[config.mk]
export PLATFORM = sky130hd
export DESIGN_NAME = gregorian_date_difference_flat
export DESIGN_NICKNAME = d
export VERILOG_FILES = /design/src/design/gdd_pkg.sv /design/src/design/gdd_in_if.sv /design/src/design/gdd_out_if.sv /design/src/design/gdd_day_number.sv /design/src/design/gdd_diff.sv /design/src/design/gregorian_date_difference.sv /design/src/flat_wrapper.sv
export SDC_FILE = /design/constraint.sdc
export NUM_CORES = 2
export LEC_CHECK = 0
export ABC_AREA = 1
export BUFFER_PORTS_ARGS = -buffer_cell sky130_fd_sc_hd__buf_2
export CAP_MARGIN = 5
export CORE_MARGIN = 2
export CORE_UTILIZATION = 62
export CTS_CLUSTER_DIAMETER = 30
export DETAILED_ROUTE_END_ITERATION = 10
export GPL_TIMING_DRIVEN = 1
export PLACE_DENSITY = 0.79
export SLEW_MARGIN = 20
export SYNTH_ARGS = -nofsm -noshare
export SYNTH_HDL_FRONTEND = slang
export SYNTH_SLANG_ARGS = --single-unit
[constraint.sdc]
create_clock -name clk -period 6.5 [get_ports clk]
set_input_delay 0.975 -clock clk [delete_from_list [all_inputs] [get_ports clk]]
set_output_delay 0.975 -clock clk [all_outputs]
set_load 0.02 [all_outputs]
[src/design/gdd_pkg.sv]
package gdd_pkg;

    localparam int YEAR_W  = 14;
    localparam int MONTH_W = 4;
    localparam int DAY_W   = 5;
    localparam int DNUM_W  = 23;
    localparam int DIST_W  = 22;
    localparam int STAGES  = 6;

    typedef logic [YEAR_W-1:0]  year_t;
    typedef logic [MONTH_W-1:0] month_t;
    typedef logic [DAY_W-1:0]   day_t;
    typedef logic [DNUM_W-1:0]  dnum_t;
    typedef logic [DIST_W-1:0]  dist_t;

    typedef struct packed {
        logic s6;
        logic s5;
        logic s4;
        logic s3;
        logic s2;
        logic s1;
    } pipe_en_t;

    localparam logic [8:0]  DAYS_PER_YEAR = 9'd365;
    localparam logic [4:0]  DIV25         = 5'd25;
    localparam logic [10:0] RECIP25       = 11'd1310;
    localparam int          RECIP_SHIFT   = 15;
    localparam month_t      MONTH_MAR     = 4'd3;
    localparam dist_t       DIST_MAX      = {DIST_W{1'b1}};

    function automatic logic [8:0] days_before_month(input month_t m);
        logic [8:0] r;
        case (m)
            4'd0, 4'd1: r = 9'd0;
            4'd2:       r = 9'd31;
            4'd3:       r = 9'd59;
            4'd4:       r = 9'd90;
            4'd5:       r = 9'd120;
            4'd6:       r = 9'd151;
            4'd7:       r = 9'd181;
            4'd8:       r = 9'd212;
            4'd9:       r = 9'd243;
            4'd10:      r = 9'd273;
            4'd11:      r = 9'd304;
            default:    r = 9'd334;
        endcase
        return r;
    endfunction

endpackage

[src/design/gdd_in_if.sv]
interface gdd_in_if;
    import gdd_pkg::*;

    logic   valid;
    logic   ready;
    year_t  year_a;
    month_t month_a;
    day_t   day_a;
    year_t  year_b;
    month_t month_b;
    day_t   day_b;

    modport source (
        output valid, year_a, month_a, day_a, year_b, month_b, day_b,
        input  ready
    );

    modport sink (
        input  valid, year_a, month_a, day_a, year_b, month_b, day_b,
        output ready
    );
endinterface

[src/design/gdd_out_if.sv]
interface gdd_out_if;
    import gdd_pkg::*;

    logic  valid;
    logic  ready;
    dist_t day_distance;
    logic  first_is_later;

    modport source (
        output valid, day_distance, first_is_later,
        input  ready
    );

    modport sink (
        input  valid, day_distance, first_is_later,
        output ready
    );
endinterface

[src/design/gdd_day_number.sv]
module gdd_day_number (
    input  logic              clk,
    input  gdd_pkg::pipe_en_t en,
    input  gdd_pkg::year_t    year,
    input  gdd_pkg::month_t   month,
    input  gdd_pkg::day_t     day,
    output gdd_pkg::dnum_t    day_num
);
    import gdd_pkg::*;

    // stage 1: reciprocal products and 365 * year
    year_t         y_s1_reg;
    month_t        m_s1_reg;
    day_t          d_s1_reg;
    dnum_t         y365_s1_reg;
    logic [22:0]   p100_s1_reg;
    logic [20:0]   p400_s1_reg;

    always_ff @(posedge clk)
    begin
        if (en.s1)
        begin
            y_s1_reg    <= year;
            m_s1_reg    <= month;
            d_s1_reg    <= day;
            y365_s1_reg <= DNUM_W'(year) * DNUM_W'(DAYS_PER_YEAR);
            p100_s1_reg <= 23'(year[YEAR_W-1:2]) * 23'(RECIP25);
            p400_s1_reg <= 21'(year[YEAR_W-1:4]) * 21'(RECIP25);
        end
    end

    // stage 2: correct quotients by 25
    logic [7:0]  q100_raw;
    logic [11:0] t100;
    logic [5:0]  q400_raw;
    logic [9:0]  t400;
    logic [7:0]  q100_next;
    logic        nz100_next;
    logic [5:0]  q400_next;
    logic        nz400_next;

    always_comb
    begin
        q100_raw = p100_s1_reg[22:RECIP_SHIFT];
        t100     = y_s1_reg[YEAR_W-1:2] - 12'(12'(q100_raw) * 12'(DIV25));
        if (t100 >= 12'(DIV25))
        begin
            q100_next  = q100_raw + 8'd1;
            nz100_next = (t100 != 12'(DIV25));
        end
        else
        begin
            q100_next  = q100_raw;
            nz100_next = (t100 != 12'd0);
        end

        q400_raw = p400_s1_reg[20:RECIP_SHIFT];
        t400     = y_s1_reg[YEAR_W-1:4] - 10'(10'(q400_raw) * 10'(DIV25));
        if (t400 >= 10'(DIV25))
        begin
            q400_next  = q400_raw + 6'd1;
            nz400_next = (t400 != 10'(DIV25));
        end
        else
        begin
            q400_next  = q400_raw;
            nz400_next = (t400 != 10'd0);
        end
    end

    year_t      y_s2_reg;
    month_t     m_s2_reg;
    day_t       d_s2_reg;
    dnum_t      y365_s2_reg;
    logic [7:0] q100_reg;
    logic       nz100_reg;
    logic [5:0] q400_reg;
    logic       nz400_reg;

    always_ff @(posedge clk)
    begin
        if (en.s2)
        begin
            y_s2_reg    <= y_s1_reg;
            m_s2_reg    <= m_s1_reg;
            d_s2_reg    <= d_s1_reg;
            y365_s2_reg <= y365_s1_reg;
            q100_reg    <= q100_next;
            nz100_reg   <= nz100_next;
            q400_reg    <= q400_next;
            nz400_reg   <= nz400_next;
        end
    end

    // stage 3: days in whole years before this one, leap flag
    logic        y4z;
    logic        y16z;
    logic [12:0] ceil4;
    logic [8:0]  ceil100;
    logic [6:0]  ceil400;
    dnum_t       base_next;
    logic        leap_next;

    always_comb
    begin
        y4z       = (y_s2_reg[1:0] == 2'd0);
        y16z      = (y_s2_reg[3:0] == 4'd0);
        ceil4     = 13'(y_s2_reg[YEAR_W-1:2]) + 13'(!y4z);
        ceil100   = 9'(q100_reg) + 9'(!y4z || nz100_reg);
        ceil400   = 7'(q400_reg) + 7'(!y16z || nz400_reg);
        base_next = y365_s2_reg + DNUM_W'(ceil4) - DNUM_W'(ceil100) + DNUM_W'(ceil400);
        leap_next = (y4z && nz100_reg) || (y16z && !nz400_reg);
    end

    month_t m_s3_reg;
    day_t   d_s3_reg;
    dnum_t  base_reg;
    logic   leap_reg;

    always_ff @(posedge clk)
    begin
        if (en.s3)
        begin
            m_s3_reg <= m_s2_reg;
            d_s3_reg <= d_s2_reg;
            base_reg <= base_next;
            leap_reg <= leap_next;
        end
    end

    // stage 4: add month and day
    dnum_t day_num_next;
    dnum_t day_num_reg;

    always_comb
    begin
        day_num_next = base_reg + DNUM_W'(days_before_month(m_s3_reg))
                     + DNUM_W'(leap_reg && (m_s3_reg >= MONTH_MAR))
                     + DNUM_W'(d_s3_reg);
    end

    always_ff @(posedge clk)
    begin
        if (en.s4)
        begin
            day_num_reg <= day_num_next;
        end
    end

    assign day_num = day_num_reg;

endmodule

[src/design/gdd_diff.sv]
module gdd_diff (
    input  logic              clk,
    input  gdd_pkg::pipe_en_t en,
    input  gdd_pkg::dnum_t    num_a,
    input  gdd_pkg::dnum_t    num_b,
    output gdd_pkg::dist_t    day_distance,
    output logic              first_is_later
);
    import gdd_pkg::*;

    // stage 5: both differences and ordering
    dnum_t dab_reg;
    dnum_t dba_reg;
    logic  later_s5_reg;

    always_ff @(posedge clk)
    begin
        if (en.s5)
        begin
            dab_reg      <= num_a - num_b;
            dba_reg      <= num_b - num_a;
            later_s5_reg <= (num_a > num_b);
        end
    end

    // stage 6: select magnitude, saturate
    dnum_t mag;
    dist_t dist_next;
    dist_t dist_reg;
    logic  later_reg;

    always_comb
    begin
        mag = later_s5_reg ? dab_reg : dba_reg;
        if (mag[DNUM_W-1])
        begin
            dist_next = DIST_MAX;
        end
        else
        begin
            dist_next = mag[DIST_W-1:0];
        end
    end

    always_ff @(posedge clk)
    begin
        if (en.s6)
        begin
            dist_reg  <= dist_next;
            later_reg <= later_s5_reg;
        end
    end

    assign day_distance   = dist_reg;
    assign first_is_later = later_reg;

endmodule

[src/design/gregorian_date_difference.sv]
// Days between two proleptic Gregorian dates: six register stages, one date pair
// accepted per cycle while the output is not stalled; the stage count comes from
// the reciprocal multiply and correction that replace division by 100 and 400,
// and each stage holds independently, so bubbles close up under back-pressure.
module gregorian_date_difference (
    input logic       clk,
    input logic       rst_n,
    gdd_in_if.sink    dates,
    gdd_out_if.source result
);
    import gdd_pkg::*;

    logic [STAGES-1:0] v_reg;
    logic [STAGES-1:0] v_next;
    logic [STAGES-1:0] en_vec;
    pipe_en_t          en;
    dnum_t             num_a;
    dnum_t             num_b;

    // a stage advances when empty or when the stage after it advances
    always_comb
    begin
        en_vec[STAGES-1] = !v_reg[STAGES-1] || result.ready;
        for (int k = STAGES - 2; k >= 0; k--)
        begin
            en_vec[k] = !v_reg[k] || en_vec[k+1];
        end
        v_next = v_reg;
        if (en_vec[0])
        begin
            v_next[0] = dates.valid;
        end
        for (int k = 1; k < STAGES; k++)
        begin
            if (en_vec[k])
            begin
                v_next[k] = v_reg[k-1];
            end
        end
    end

    assign en = pipe_en_t'(en_vec);

    always_ff @(posedge clk or negedge rst_n)
    begin
        if (!rst_n)
        begin
            v_reg <= '0;
        end
        else
        begin
            v_reg <= v_next;
        end
    end

    assign dates.ready  = en_vec[0];
    assign result.valid = v_reg[STAGES-1];

    gdd_day_number u_num_a (
        .clk     (clk),
        .en      (en),
        .year    (dates.year_a),
        .month   (dates.month_a),
        .day     (dates.day_a),
        .day_num (num_a)
    );

    gdd_day_number u_num_b (
        .clk     (clk),
        .en      (en),
        .year    (dates.year_b),
        .month   (dates.month_b),
        .day     (dates.day_b),
        .day_num (num_b)
    );

    gdd_diff u_diff (
        .clk            (clk),
        .en             (en),
        .num_a          (num_a),
        .num_b          (num_b),
        .day_distance   (result.day_distance),
        .first_is_later (result.first_is_later)
    );

    a_ready_on_bubble : assert property (@(posedge clk) disable iff (!rst_n)
        (v_reg != {STAGES{1'b1}}) |-> dates.ready)
        else $error("input stalled while pipeline holds a bubble");

    a_transfer_enters : assert property (@(posedge clk) disable iff (!rst_n)
        (dates.valid && dates.ready) |=> v_reg[0])
        else $error("accepted transfer missing from first stage");

    a_later_nonzero : assert property (@(posedge clk) disable iff (!rst_n)
        (result.valid && result.first_is_later) |-> (result.day_distance != '0))
        else $error("later flag set with zero distance");

endmodule

[src/flat_wrapper.sv]
// flat-port wrapper written by rule: the top's interface ports become plain ports
module gregorian_date_difference_flat import gdd_pkg::*;
  (clk, rst_n, dates_valid, dates_year_a, dates_month_a, dates_day_a, dates_year_b, dates_month_b, dates_day_b, dates_ready, result_valid, result_day_distance, result_first_is_later, result_ready);
  gdd_in_if dates_i ();
  gdd_out_if result_i ();
  input logic clk;
  input logic rst_n;
  input wire logic [$bits(dates_i.valid)-1:0] dates_valid;
  input wire logic [$bits(dates_i.year_a)-1:0] dates_year_a;
  input wire logic [$bits(dates_i.month_a)-1:0] dates_month_a;
  input wire logic [$bits(dates_i.day_a)-1:0] dates_day_a;
  input wire logic [$bits(dates_i.year_b)-1:0] dates_year_b;
  input wire logic [$bits(dates_i.month_b)-1:0] dates_month_b;
  input wire logic [$bits(dates_i.day_b)-1:0] dates_day_b;
  output wire logic [$bits(dates_i.ready)-1:0] dates_ready;
  output wire logic [$bits(result_i.valid)-1:0] result_valid;
  output wire logic [$bits(result_i.day_distance)-1:0] result_day_distance;
  output wire logic [$bits(result_i.first_is_later)-1:0] result_first_is_later;
  input wire logic [$bits(result_i.ready)-1:0] result_ready;
  assign dates_i.valid = dates_valid;
  assign dates_i.year_a = dates_year_a;
  assign dates_i.month_a = dates_month_a;
  assign dates_i.day_a = dates_day_a;
  assign dates_i.year_b = dates_year_b;
  assign dates_i.month_b = dates_month_b;
  assign dates_i.day_b = dates_day_b;
  assign dates_ready = dates_i.ready;
  assign result_valid = result_i.valid;
  assign result_day_distance = result_i.day_distance;
  assign result_first_is_later = result_i.first_is_later;
  assign result_i.ready = result_ready;
  gregorian_date_difference u_core (.clk(clk), .rst_n(rst_n), .dates(dates_i), .result(result_i));
endmodule
==> Word level (Yosys, flattened, before mapping) <==
Memories as Yosys holds them, arrays and structs flattened. A register that Yosys moved wholly into a read port is not among the register bits.
Cells that the tools add are included.
{ "totals": {"mem_bits_ro": 288, "ff_bits": 488, "input_bits": 50, "output_inout_bits": 25, "n_memories": 2, "elab_cells": 149} }
{ "memory_table": {"columns": ["name", "words", "word_bits", "read_ports", "rd_ports_with_merged_regs", "write_ports", "line_no", "text"], "rows": [
  ["(name not given)", 16, 9, 1, 1, 0, "gdd_pkg.sv:34", "case (m)"],
  ["(name not given)", 16, 9, 1, 1, 0, "gdd_pkg.sv:34", null]
]} }
{ "classes": {"n_mux": 11, "n_mul": 10, "add_sub_neg": 28, "reduce_logical": 38, "order_cmp": 7, "eq_ne": 4} }
{ "op_table": {"columns": ["op", "n"], "rows": [
  ["$add 23x1->23", 2],
  ["$add 23x13->23", 2],
  ["$add 23x5->23", 2],
  ["$add 23x7->23", 2],
  ["$add 23x9->23", 2],
  ["$mul 14x9->23 const B", 2],
  ["$sub 23x23->23", 2],
  ["$sub 23x9->23", 2],
  ["$mul 12x10->22 const B", 2],
  ["$mul 10x10->20 const B", 2],
  ["$add 12x1->13", 2],
  ["$ge 12x5->1 const B", 2],
  ["$mul 8x5->12 const B", 2],
  ["$ne 12x5->1 const B", 2],
  ["$reduce_bool 12->1", 2],
  ["$sub 12x12->12", 2],
  ["$gt 23x23->1", 1],
  ["$mux 23", 1],
  ["$ge 10x5->1 const B", 2],
  ["$mul 6x5->10 const B", 2],
  ["$ne 10x5->1 const B", 2],
  ["$reduce_bool 10->1", 2],
  ["$sub 10x10->10", 2],
  ["$add 8x1->9", 2],
  ["13 further kinds", 52]
]} }

==> Depth between registers and ports, before layout <==
{ "depth": {"word_depth": 7, "ltp_mapped": 22, "depth_no_buf": 22} }

==> Cells and area by module <==
Synthesis repeated with hierarchy kept, for this count alone.
{ "hier_totals": {"hier_cells": 4403, "area_unflattened_um2": 40074.7} }
{ "by_module_without_submodules": {"columns": ["mod", "area_each_um2", "cells_each", "n_inst", "seq_area_each_um2"], "rows": [
  ["gdd_day_number at u_core.u_num_b", 17065.1, 1787, 1, 5405.2],
  ["gdd_day_number at u_core.u_num_a", 17035.1, 1786, 1, 5405.2],
  ["gdd_diff", 5689.2, 805, 1, 2072.0],
  ["gregorian_date_difference", 285.3, 25, 1, 150.1]
]} }

==> Least setup slack after synthesis <==
Ideal clock, no wire load.
{ "synth_path": {"kind": "in2out", "from": "input result_ready", "to": "output dates_ready", "path_slack_ns": 0.505, "arrival_time_ns": 5.020, "required_ns": 5.525, "stages": 7, "cell_sequence": "nor2_2 > nand2_2 > nor2_2 > nand2_2 > buf_6 > nor2_1 > nand2_1"} }
{ "synth_rtl": {"columns": ["item", "line_no", "text"], "rows": [
  ["start: declaration", "flat_wrapper.sv:19", "input wire logic [$bits(result_i.ready)-1:0] result_ready;"],
  ["end: declaration", "flat_wrapper.sv:15", "output wire logic [$bits(dates_i.ready)-1:0] dates_ready;"]
]} }

==> Final worst setup path <==
{ "layout_path": {"from": "input dates_year_b[11]", "to": "register u_core.u_num_b.p400_s1_reg[17], data pin"} }
{ "layout_between": {"elab_chain_cells": 1} }
{ "layout_rtl": {"columns": ["item", "line_no", "text"], "rows": [
  ["start: declaration", "flat_wrapper.sv:12", "input wire logic [$bits(dates_i.year_b)-1:0] dates_year_b;"],
  ["$mul 10x10->20", "gdd_day_number.sv:28", "p400_s1_reg <= 21'(year[YEAR_W-1:4]) * 21'(RECIP25);"],
  ["end signal: assignment", "gdd_day_number.sv:28", null],
  ["end: declaration", "gdd_day_number.sv:17", "logic [20:0] p400_s1_reg;"]
]} }
No other way between the ends.
A chain may end at the register's enable or synchronous reset.

==> impl_results.md <==
- Worst hold path type: in -> async
- RSZ-0062 raised after global routing: no
- Max Root-Sink Buffers: 3
- Syn Nets: 5003
- Crit path capture type: flip-flop
- Vias: 27670
- IO Port Bufs: 74
- DRT iter0 DRCs: 1999
- Post-CTS Setup Inserts: 0
- Post-layout util: 70.10%
- Met3 Use GR: 3.735%
- R2r worst-path depth: 17
- Count of cell types in the netlist: 56
- Slew Limit Fails: 0
- Worst-path fanout max: 8
- Final setup fails: 0
- # diodes: 0
- Post-Route WL: 84540 um
- Final period util: 70.78%
- Die X: 254.7 um
- Vias in the first global route: 27980
- Htree depth: 3
- Final hold violations: 0
- First-pass GRT wire length: 138300 um
- Share of cells above drive strength 1: 7.372%
- Top post-synthesis cells by area: edfxtp_1 (32%), ha_1 (19%), fa_1 (13%)
- FF+latch count, synth: around 440
- Worst-Skew Late Latency: 0.63 ns
- F_max: roughly 220 MHz
- Initial Util: a little over three fifths
- Worst Skew: 0.02512 ns
- Async SR Flop Fraction: 1.361%
- Final Wtd Congestion: 0.9669
- Dpl hpwl: 66750 um
- Initial antenna violation count: 0
- Average size of a mapped cell: 9.482 um^2
- # rows: 91
- Crit path DAT: roughly 5 ns
- Final #Nets: between 5000 and 6000
- Core area: about 0.062 mm^2
- Max-Slew Margin vs Limit: 29.95%
- Share of the synthesized area in the top cell type: around 32%
- Met1 Usage GRT: 35.34%
- Root buf cell: clkbuf_16
- CP Class: in -> reg
- CTS clk-pin slew, worst paths: 0.05 ns
- TritonCTS clock tree: built
- Total die area: between 0.06 and 0.07 mm^2
- GRT Residual Overflow: 0
- CTS Buf Count: 89
- Worst Tran Pin Value: 1.047 ns
- Routed Antenna Nets: 0
- Synth-to-Final Area Change: 11.46%
- Post-Syn Instances: 4108
- Via density: 5.359
- Synthesized area: 0.03895 mm^2
- DRT Pass-1 Iters: 6
- Avg WL per Cell: 16.37 um
- Post-layout min period: between 4 and 5 ns
- Max capacitance violation total: 0
- Outcome: finished clean
- Clk sink count: about 440
- Grt peak-use layer: met2
- Seq/Total Area, Yosys: 33.46%
- Die Ht: 254.7 um
- CP required: 6.88 ns
- CP Launch Type: input port
- GR Util All Layers: between 20% and 30%
- Post-synth top area cell: edfxtp_1
- Yosys warns: 0
- Largest net degree at the start of global routing: 79
- DRC: 0
- Ports: 75
- Post-synth EDFFs: around 420
- Post_cts resized: 0
- CTS Hold Bufs: 0
- TNS Setup: 0 ns
- Met2 Usage GRT: 45.42%
- Synth Flop Type: edfxtp_1
[critical path, stage by stage]
cell	delay [ns]
buf_2	0.25
fa_1	0.47
ha_1	0.35
ha_1	0.30
inv_1	0.05
fa_1	0.50
fa_1	0.52
inv_1	0.04
ha_1	0.32
nand2_1	0.06
o21ai_0	0.17
nor2_1	0.06
o21ai_0	0.53
nand3_1	0.19
nand3_1	0.11
nand2_1	0.06
[metal layers]
layer	up-vias	wire (um)	share of wire (%)
li1	13620	-	-
met1	13010	36440	43
met2	847	40200	48
met3	198	4661	5.5
met4	0	3250	3.8
met5	-	0	0
[synthesized netlist by cell type, types with 5 or more instances]
library cell  number
a31oi_1           15
o21ai_0           95
dfrtp_1            6
ha_1             590
nor3_1            27
nor4_1             9
clkbuf_1           7
a21o_1            23
o31ai_1            6
o21ai_1           15
nand2_4            5
nor2_4             6
o21bai_1          14
xor2_1           153
a211oi_1           6
edfxtp_1         417
o21ai_2            6
nand3_1          163
buf_2              9
xnor2_1           86
nor2_1           182
nand4_1           33
inv_2              7
a21oi_1          231
nand2_1          683
dfxtp_1           18
o2111ai_1          7
nand3b_1          12
a21boi_0           5
nor2_2            11
o21a_1            10
nand2_2           22
clkbuf_2          10
o211ai_1          11
or2_2             10
inv_1            912
fa_1             255
[path summary, 6_finish.rpt]
kind	startpoint	end	slack, ns
max in group asynchronous	rst_n	u_core.v_reg[3]	6.17
setup / recovery	dates_year_b[11]	u_core.u_num_b.p400_s1_reg[17]	1.90
min in group clk	u_core.u_num_b.y365_s1_reg[6]	u_core.u_num_b.y365_s2_reg[6]	0.40
hold / removal	rst_n	u_core.v_reg[0]	0.18
setup reg to reg	u_core.u_num_a.y_s2_reg[0]	u_core.u_num_a.base_reg[16]	2.11
hold reg to reg	u_core.u_num_b.y365_s1_reg[6]	u_core.u_num_b.y365_s2_reg[6]	0.40
[final cells by class]
type | instances | area [um^2]
fillers | 4532 | 18520
clock inverters | 64 | 790.8
well taps | 837 | 1047
clock buffers | 102 | 2327
multi-input cells | 2721 | 22350
repair buffers | 80 | 415.4
inverters | 919 | 3452
flip-flops and latches | 441 | 13030
[placed cells by master, fill, tap and decap left out, types with 21 or more instances in the layout]
| cell type | instances |
|---|---|
| clkbuf_16 | 90 |
| fa_1 | 255 |
| nand3_1 | 163 |
| ha_1 | 590 |
| inv_1 | 911 |
| nand2_2 | 21 |
| nand4_1 | 33 |
| xnor2_1 | 86 |
| buf_2 | 74 |
| edfxtp_1 | 417 |
| o21ai_0 | 95 |
| inv_6 | 22 |
| xor2_1 | 153 |
| a21oi_1 | 231 |
| a21o_1 | 23 |
| nand2_1 | 682 |
| nor3_1 | 27 |
| nor2_1 | 182 |
[stage by stage]
step	instances	cell area, um^2	hold slack (ns)	setup WS, ns
2_1_floorplan	4108	38950	0.4003	0.5051
3_3_place_gp	4998	40300	0.4008	1.377
3_5_place_dp	4998	40300	0.4045	1.322
4_1_cts	5164	43420	0.1484	1.970
5_1_grt	5164	43420	0.1753	1.670
6_report	5164	43420	0.1785	1.899
[kinds of logic after synthesis]
group | Yosys count | synth area share [%]
compound gates | 457 | 6.697
xor+xnor | 241 | 5.457
fa+ha+maj | 845 | 32.06
buf+inv | 946 | 9.196
flops | 441 | 33.46
mux | 1 | 0.02570
simple gates | 1177 | 13.11
Power is not shown: default switching activity piles up to over one toggle a cycle in this logic, so the estimate is an artifact.
